--- config.mk ---
export PLATFORM = sky130hd
export DESIGN_NAME = cpu_oar_ctrl
export DESIGN_NICKNAME = d
export VERILOG_FILES = /design/src/design/cpu_oar_pkg.sv /design/src/design/cpu_oar_ctrl.sv
export SDC_FILE = /design/constraint.sdc
export NUM_CORES = 1
export LEC_CHECK = 0
export ABC_AREA = 1
export BUFFER_PORTS_ARGS = -buffer_cell sky130_fd_sc_hd__buf_2
export CAP_MARGIN = 20
export CORE_AREA = 3 3 40 42
export DETAILED_ROUTE_END_ITERATION = 10
export DIE_AREA = 0 0 43 45
export GPL_TIMING_DRIVEN = 1
export SETUP_SLACK_MARGIN = 0.2
export SLEW_MARGIN = 0
export SYNTH_ARGS = -nofsm -noshare
export SYNTH_HDL_FRONTEND = slang
export SYNTH_SLANG_ARGS = --single-unit
--- constraint.sdc ---
create_clock -name clk -period 1.15 [get_ports clk]
set_input_delay 0.0575 -clock clk [delete_from_list [all_inputs] [get_ports clk]]
set_output_delay 0.0575 -clock clk [all_outputs]
set_load 0.01 [all_outputs]
--- src/design/cpu_oar_pkg.sv ---
package cpu_oar_pkg;

  localparam int unsigned BYTE_BITS = 8;
  localparam int unsigned EA_BITS = 16;
  localparam int unsigned ADDRESS_BITS_DEFAULT = 16;

  localparam logic REQ_WRITE = 1'b0;
  localparam logic REQ_RESOLVE = 1'b1;

  typedef enum logic [3:0] {
    MODE_IMM  = 4'd0,
    MODE_ZP   = 4'd1,
    MODE_ZPX  = 4'd2,
    MODE_ZPY  = 4'd3,
    MODE_ABS  = 4'd4,
    MODE_ABSX = 4'd5,
    MODE_ABSY = 4'd6,
    MODE_IND  = 4'd7,
    MODE_INDX = 4'd8,
    MODE_INDY = 4'd9
  } mode_t;

  typedef struct packed {
    logic [0:0]  req_type;
    logic [3:0]  mode;
    logic [7:0]  operand_low;
    logic [7:0]  operand_high;
    logic [7:0]  index_x;
    logic [7:0]  index_y;
    logic [15:0] write_address;
    logic [7:0]  write_data;
  } in_item_t;

  typedef struct packed {
    logic [15:0] effective_address;
    logic [7:0]  operand_value;
    logic        address_valid;
  } out_item_t;

  typedef enum logic [1:0] {
    CLS_IMM,
    CLS_DIRECT,
    CLS_INDIRECT,
    CLS_NONE
  } mode_class_t;

  typedef enum logic [1:0] {
    SEL_WRITE,
    SEL_PTR_LO,
    SEL_PTR_HI,
    SEL_EA
  } addr_sel_t;

  typedef enum logic [2:0] {
    ST_IDLE,
    ST_PTR_LO,
    ST_PTR_HI,
    ST_OPERAND,
    ST_RESULT
  } state_t;

  typedef struct packed {
    logic      capture;
    logic      mem_write;
    addr_sel_t addr_sel;
    logic      latch_lo;
    logic      latch_ea;
  } dp_cmd_t;

  typedef struct packed {
    logic        is_write;
    mode_class_t cls;
  } dp_status_t;

endpackage

--- src/design/cpu_oar_ctrl.sv ---
module cpu_oar_ctrl (
  input  logic                   clk,
  input  logic                   rst,
  input  logic                   start,
  input  cpu_oar_pkg::dp_status_t status,
  output logic                   busy,
  output logic                   done,
  output cpu_oar_pkg::dp_cmd_t   cmd
);

  cpu_oar_pkg::state_t state;
  cpu_oar_pkg::state_t state_next;

  always_ff @(posedge clk) begin
    if (rst) begin
      state <= cpu_oar_pkg::ST_IDLE;
    end else begin
      state <= state_next;
    end
  end

  always_comb begin
    state_next = state;
    case (state)
      cpu_oar_pkg::ST_IDLE: begin
        if (start && !status.is_write) begin
          case (status.cls)
            cpu_oar_pkg::CLS_IMM:      state_next = cpu_oar_pkg::ST_RESULT;
            cpu_oar_pkg::CLS_DIRECT:   state_next = cpu_oar_pkg::ST_OPERAND;
            cpu_oar_pkg::CLS_INDIRECT: state_next = cpu_oar_pkg::ST_PTR_LO;
            default:                   state_next = cpu_oar_pkg::ST_IDLE;
          endcase
        end
      end
      cpu_oar_pkg::ST_PTR_LO:  state_next = cpu_oar_pkg::ST_PTR_HI;
      cpu_oar_pkg::ST_PTR_HI:  state_next = cpu_oar_pkg::ST_OPERAND;
      cpu_oar_pkg::ST_OPERAND: state_next = cpu_oar_pkg::ST_RESULT;
      cpu_oar_pkg::ST_RESULT:  state_next = cpu_oar_pkg::ST_IDLE;
      default:                 state_next = cpu_oar_pkg::ST_IDLE;
    endcase
  end

  always_comb begin
    busy         = 1'b1;
    done         = 1'b0;
    cmd.capture  = 1'b0;
    cmd.mem_write = 1'b0;
    cmd.addr_sel = cpu_oar_pkg::SEL_WRITE;
    cmd.latch_lo = 1'b0;
    cmd.latch_ea = 1'b0;
    case (state)
      cpu_oar_pkg::ST_IDLE: begin
        busy          = 1'b0;
        cmd.capture   = start;
        cmd.mem_write = start && status.is_write;
      end
      cpu_oar_pkg::ST_PTR_LO: begin
        cmd.addr_sel = cpu_oar_pkg::SEL_PTR_LO;
      end
      cpu_oar_pkg::ST_PTR_HI: begin
        // The low pointer byte arrives while the high byte is being read.
        cmd.addr_sel = cpu_oar_pkg::SEL_PTR_HI;
        cmd.latch_lo = 1'b1;
      end
      cpu_oar_pkg::ST_OPERAND: begin
        cmd.addr_sel = cpu_oar_pkg::SEL_EA;
        cmd.latch_ea = 1'b1;
      end
      cpu_oar_pkg::ST_RESULT: begin
        done = 1'b1;
      end
      default: begin
        busy = 1'b1;
      end
    endcase
  end

endmodule

======== After elaboration in Yosys (flattened, before gate mapping) ========
Index checks and enable logic that the tools add are counted.
word-level totals
  register bits ........................... 3
  bits of input ports ..................... 6
  output and inout port bits .............. 8
  logic and storage cells ................. 22
cells by class
  equal/unequal tests ..................... 7
  muxes and demuxes ....................... 9
  reduce and logical (&&, ||, !) cells .... 5
operators with widths
  operator                                              count
  one-hot mux 3 bit (4 select lines)                    1
  one-hot mux 3 bit (3 select lines)                    1
  equality test 3 x 2 -> 1 bit (second input constant)  2
  one-hot mux 2 bit (3 select lines)                    1
  2-to-1 mux 1 bit                                      4
  equality test 3 x 1 -> 1 bit (second input constant)  1
  equality test 3 bit (second input constant)           1
  zero test 3 bit                                       1
  2-to-1 mux 3 bit                                      1
  equality test 2 x 1 -> 1 bit (second input constant)  1
  equality test 2 bit (second input constant)           1
  logical AND 1 bit                                     2
  zero test 2 bit                                       1
  2-to-1 mux 2 bit                                      1
  != test 2 bit (second input constant)                 1
  zero test 1 bit                                       1

======== Logic depth before layout (Yosys ltp) ========
  depth in word-level cells ............... 4
  gate-level depth with buffers ........... 5
  mapped depth without buffers ............ 5

======== Worst setup path before layout ========
Ideal clock, no wire load.
  path kind ............................... register to output
  start ................................... register state[1]
  end ..................................... output cmd[4] (netlist name)
  arrival time ............................ 816 ps
  data required time ...................... 1,092 ps
  setup slack ............................. 277 ps
  cell stages (with the launch flop) ...... 4
  path buffers ............................ 0
  cell sequence ........................... dfxtp_1 nor2_1 nand2_1 nor3_2
RTL lines
  what                    RTL line            source
  start, declared         cpu_oar_ctrl.sv:11  cpu_oar_pkg::state_t state;
  start signal, assigned  cpu_oar_ctrl.sv:16  state <= cpu_oar_pkg::ST_IDLE;
  start signal, assigned  cpu_oar_ctrl.sv:18  state <= state_next;
  end, declared           cpu_oar_ctrl.sv:8   output cpu_oar_pkg::dp_cmd_t cmd

==> impl_metrics.py <==
metrics = {
    "status": {
        "status": "finished clean",
    },
    "pwr": {
        "total_power_w": 0.0004176,
        "p_comb_share_pct": 28.5,
        "ir_drop_mv": 0.3730,
        "sw_frac_of_total_pct": 28.77,
        "power.switching_w": 0.0001201,
        "p_clk_share_pct": 43.7,
        "p_int_w": 0.0002975,
        "power.leakage_nw": 0.2283,
        "p_per_area_nw_per_um2": 1060,
        "pwr-share-seq_pct": 27.8,
    },
    "yosys": {
        "synthMuxAreaShare_pct": 0,
        "syn_avg_cell_area_sq_um": 6.477,
        "postSynthNetCount": 42,
        "yosys.area_share.simple_pct": 38.07,
        "ys_warn_count": 0,
        "ys_seq_elements": 3,
        "yosysSeqAreaShare_pct": 27.27,
        "synthXorXnorAreaFrac_pct": 0,
        "synth_compound_area_share_pct": 9.659,
        "synth_cells": 34,
        "synth_area_sq_um": 220.2,
        "synth-adder-area-share_pct": 11.36,
        "synth_top_family_by_area": "simple AND/OR/NAND/NOR gates",
        "synth_cell_types": 13,
    },
    "clock_tree": {
        "cts.sinks": 3,
        "clock_path_buffers": 2,
        "tritoncts.num_buffers": 3,
        "cts_tree": "done",
        "htreeDepth": 1,
        "clkLatencyLatePin_ps": 230,
        "cts_root_buf": "clkbuf_4",
        "clk_pin_slew_ps": 30,
    },
    "final_layout": {
        "regMostFlops": "state",
        "drive_above_1_share_pct": 58.18,
        "finish.net_count": 64,
        "syn2layout_area_growth_pct": 78.98,
        "final_area_sq_um": 394.1,
        "antenna_cells": 0,
        "reg_top3": "state (3)",
        "largest_register_ffs": 3,
    },
    "critical_path": {
        "critPathRequiredTime_ps": 1090,
        "end_kind": "output port",
        "path_buf_inv": 1,
        "slowest_stage": "dfxtp_4",
        "r2r_cells": 7,
        "crit_cells": 4,
        "cpPeakStageDelay_ps": 350,
        "cp-start-kind": "register",
        "worstPathCellList": "nor2_4 > nand2_2 > nor3_2 > buf_2",
        "ff2ff_setup_slack_ps": 130,
        "crit_family": "flip-flops",
        "cp_max_fo": 5,
        "cp.arrival_ps": 1000,
        "path_class": "register to output port",
    },
    "timing": {
        "finalCritPeriodShare_pct": 91.88,
        "rsz0062_at_grt": "yes",
        "min_period_ps": 1057,
        "drv_slew": 0,
        "setup_viol_count_final": 0,
        "relSlewSlack_pct": 88.02,
        "worst_slew_pin_slew_ps": 177.9,
        "max_clock_freq_mhz": 946.4,
        "fin_skew_ps": 1.538,
        "final-hold-violation-count": 0,
        "layout_setup_ws_ps": 93.34,
    },
    "global_route": {
        "antenna_found_initial": 0,
        "grt_max_degree": 6,
        "use_met2_pct": 6.587,
        "overflow": 0,
        "grt_pass1_wl_um": 786,
        "grt_busiest_layer": "met4",
        "track_usage_pct": 6.078,
        "grtUsageMet3_pct": 3.984,
        "grt_pass1_vias": 212,
        "use_met1_pct": 6.988,
    },
    "die": {
        "die_h_um": 45,
        "die_width_um": 43,
        "rows": 13,
        "start_util_pct": 17.14,
        "ioPinCount": 14,
        "dieArea_sq_um": 1935,
        "core_sq_um": 1285,
    },
    "place": {
        "placedInstanceArea_sq_um": 304.0,
        "dp_slack_ps": 228.6,
        "dp_hpwl_um": 430.2,
        "place.gp.congestion": 0.6761,
        "numPortBuffers": 13,
    },
    "drt": {
        "vias": 272,
        "vias_per_cell": 3.886,
        "first_pass_iters": 1,
        "final_antenna_net_count": 0,
        "routed_wl_um": 544,
        "routedWlPerCell_um": 7.771,
        "drc": 0,
        "drtIter0Drc": 0,
    },
    "flow_run": {
        "maxCapViolCount": 0,
    },
    "hold_path": {
        "min_path_type": "input pin to register",
        "hold_path_depth": 4,
    },
}
worst paths after layout:
check,startpoint,to
min reg2reg,state[0],state[2]
max,state[0],cmd[4]
min,rst,state[2]
max reg2reg,state[0],state[0]
synthesized netlist by cell type:
cell / instances / area (sq um)
nor3_1: 1 / 5.000
ha_1: 2 / 25.02
o211ai_1: 1 / 7.510
o21ai_0: 1 / 5.000
nor2_1: 7 / 26.28
dfxtp_1: 3 / 60.06
nor2_4: 1 / 11.26
a21oi_2: 1 / 8.760
nand3_1: 1 / 5.000
inv_1: 7 / 26.28
inv_2: 1 / 3.750
nor3_2: 1 / 10.01
nand2_1: 7 / 26.28
metal layers:
metal  wire length, um  up-vias
li1                  -      148
met1               216      111
met5                 0        -
met2               264       13
met4                 0        0
met3                63        0
worst reg2reg max path, cell delays in order, from the launching register on:
cell     delay [ps]
dfxtp_4         350
nor2_4          110
buf_4           110
buf_6            80
buf_6            80
nand2_2          40
nand2_2          80
nor2_1           50
kinds of logic after synthesis:
family                     after synthesis
DFF                                      3
and+or+nand+nor                         18
adders and majority gates                2
AOI/OAI and AO/OA                        3
buffers and inverters                    8
layout make-up:
cell class | instances | area (sq um)
inverter | 8 | 30.03
clock buffer | 4 | 26.28
tap | 15 | 18.77
multi-input combinational | 23 | 145.1
sequential | 3 | 71.32
timing repair buffer | 17 | 102.6
fill | 146 | 890.9
what timing repair did:
| action | 4_1_cts | 5_1_grt |
|---|---|---|
| gates resized for setup | 7 | 7 |
| pin swaps | 1 | 2 |
| endpoints found under the setup margin | 8 | 10 |
| hold buffers | 0 | 0 |
| buffers inserted | 3 | 1 |
per-stage QoR:
stage | TNS [ps] | std cells | util, % | hold WS (ps)
2_1_floorplan | 0 | 34 | - | 227.9
3_3_place_gp | 0 | 62 | 23.66 | 374.5
3_5_place_dp | 0 | 62 | 23.66 | 365.4
4_1_cts | 0 | 69 | 28.34 | 110.3
5_1_grt | -8.418 | 70 | 30.67 | 101.7
6_report | 0 | 70 | 30.67 | 91.75
power groups by stage:
stage | logic (W) | clock network [W] | registers, W
after global placement | 0.0000873 | 0 | 0.000118
after detailed placement | 0.0000876 | 0 | 0.000118
after global routing | 0.000133 | 0.000206 | 0.000117
final | 0.000119 | 0.000183 | 0.000116
after floorplan | 0.0000549 | 0 | 0.000117
after CTS | 0.000104 | 0.000190 | 0.000117
layout by cell type (no fill, tap or decap):
master / n
buf_4: 2
buf_6: 2
inv_1: 6
inv_2: 2
ha_1: 2
clkbuf_4: 3
nand3_1: 1
nand2_2: 3
nor3_2: 1
nor2_4: 2
dfxtp_4: 3
a21oi_2: 1
o21ai_0: 1
clkbuf_1: 1
o211ai_1: 1
buf_2: 13
nor2_1: 6
nor3_1: 1
nand2_1: 4
Power figures use the tool's default switching activity.
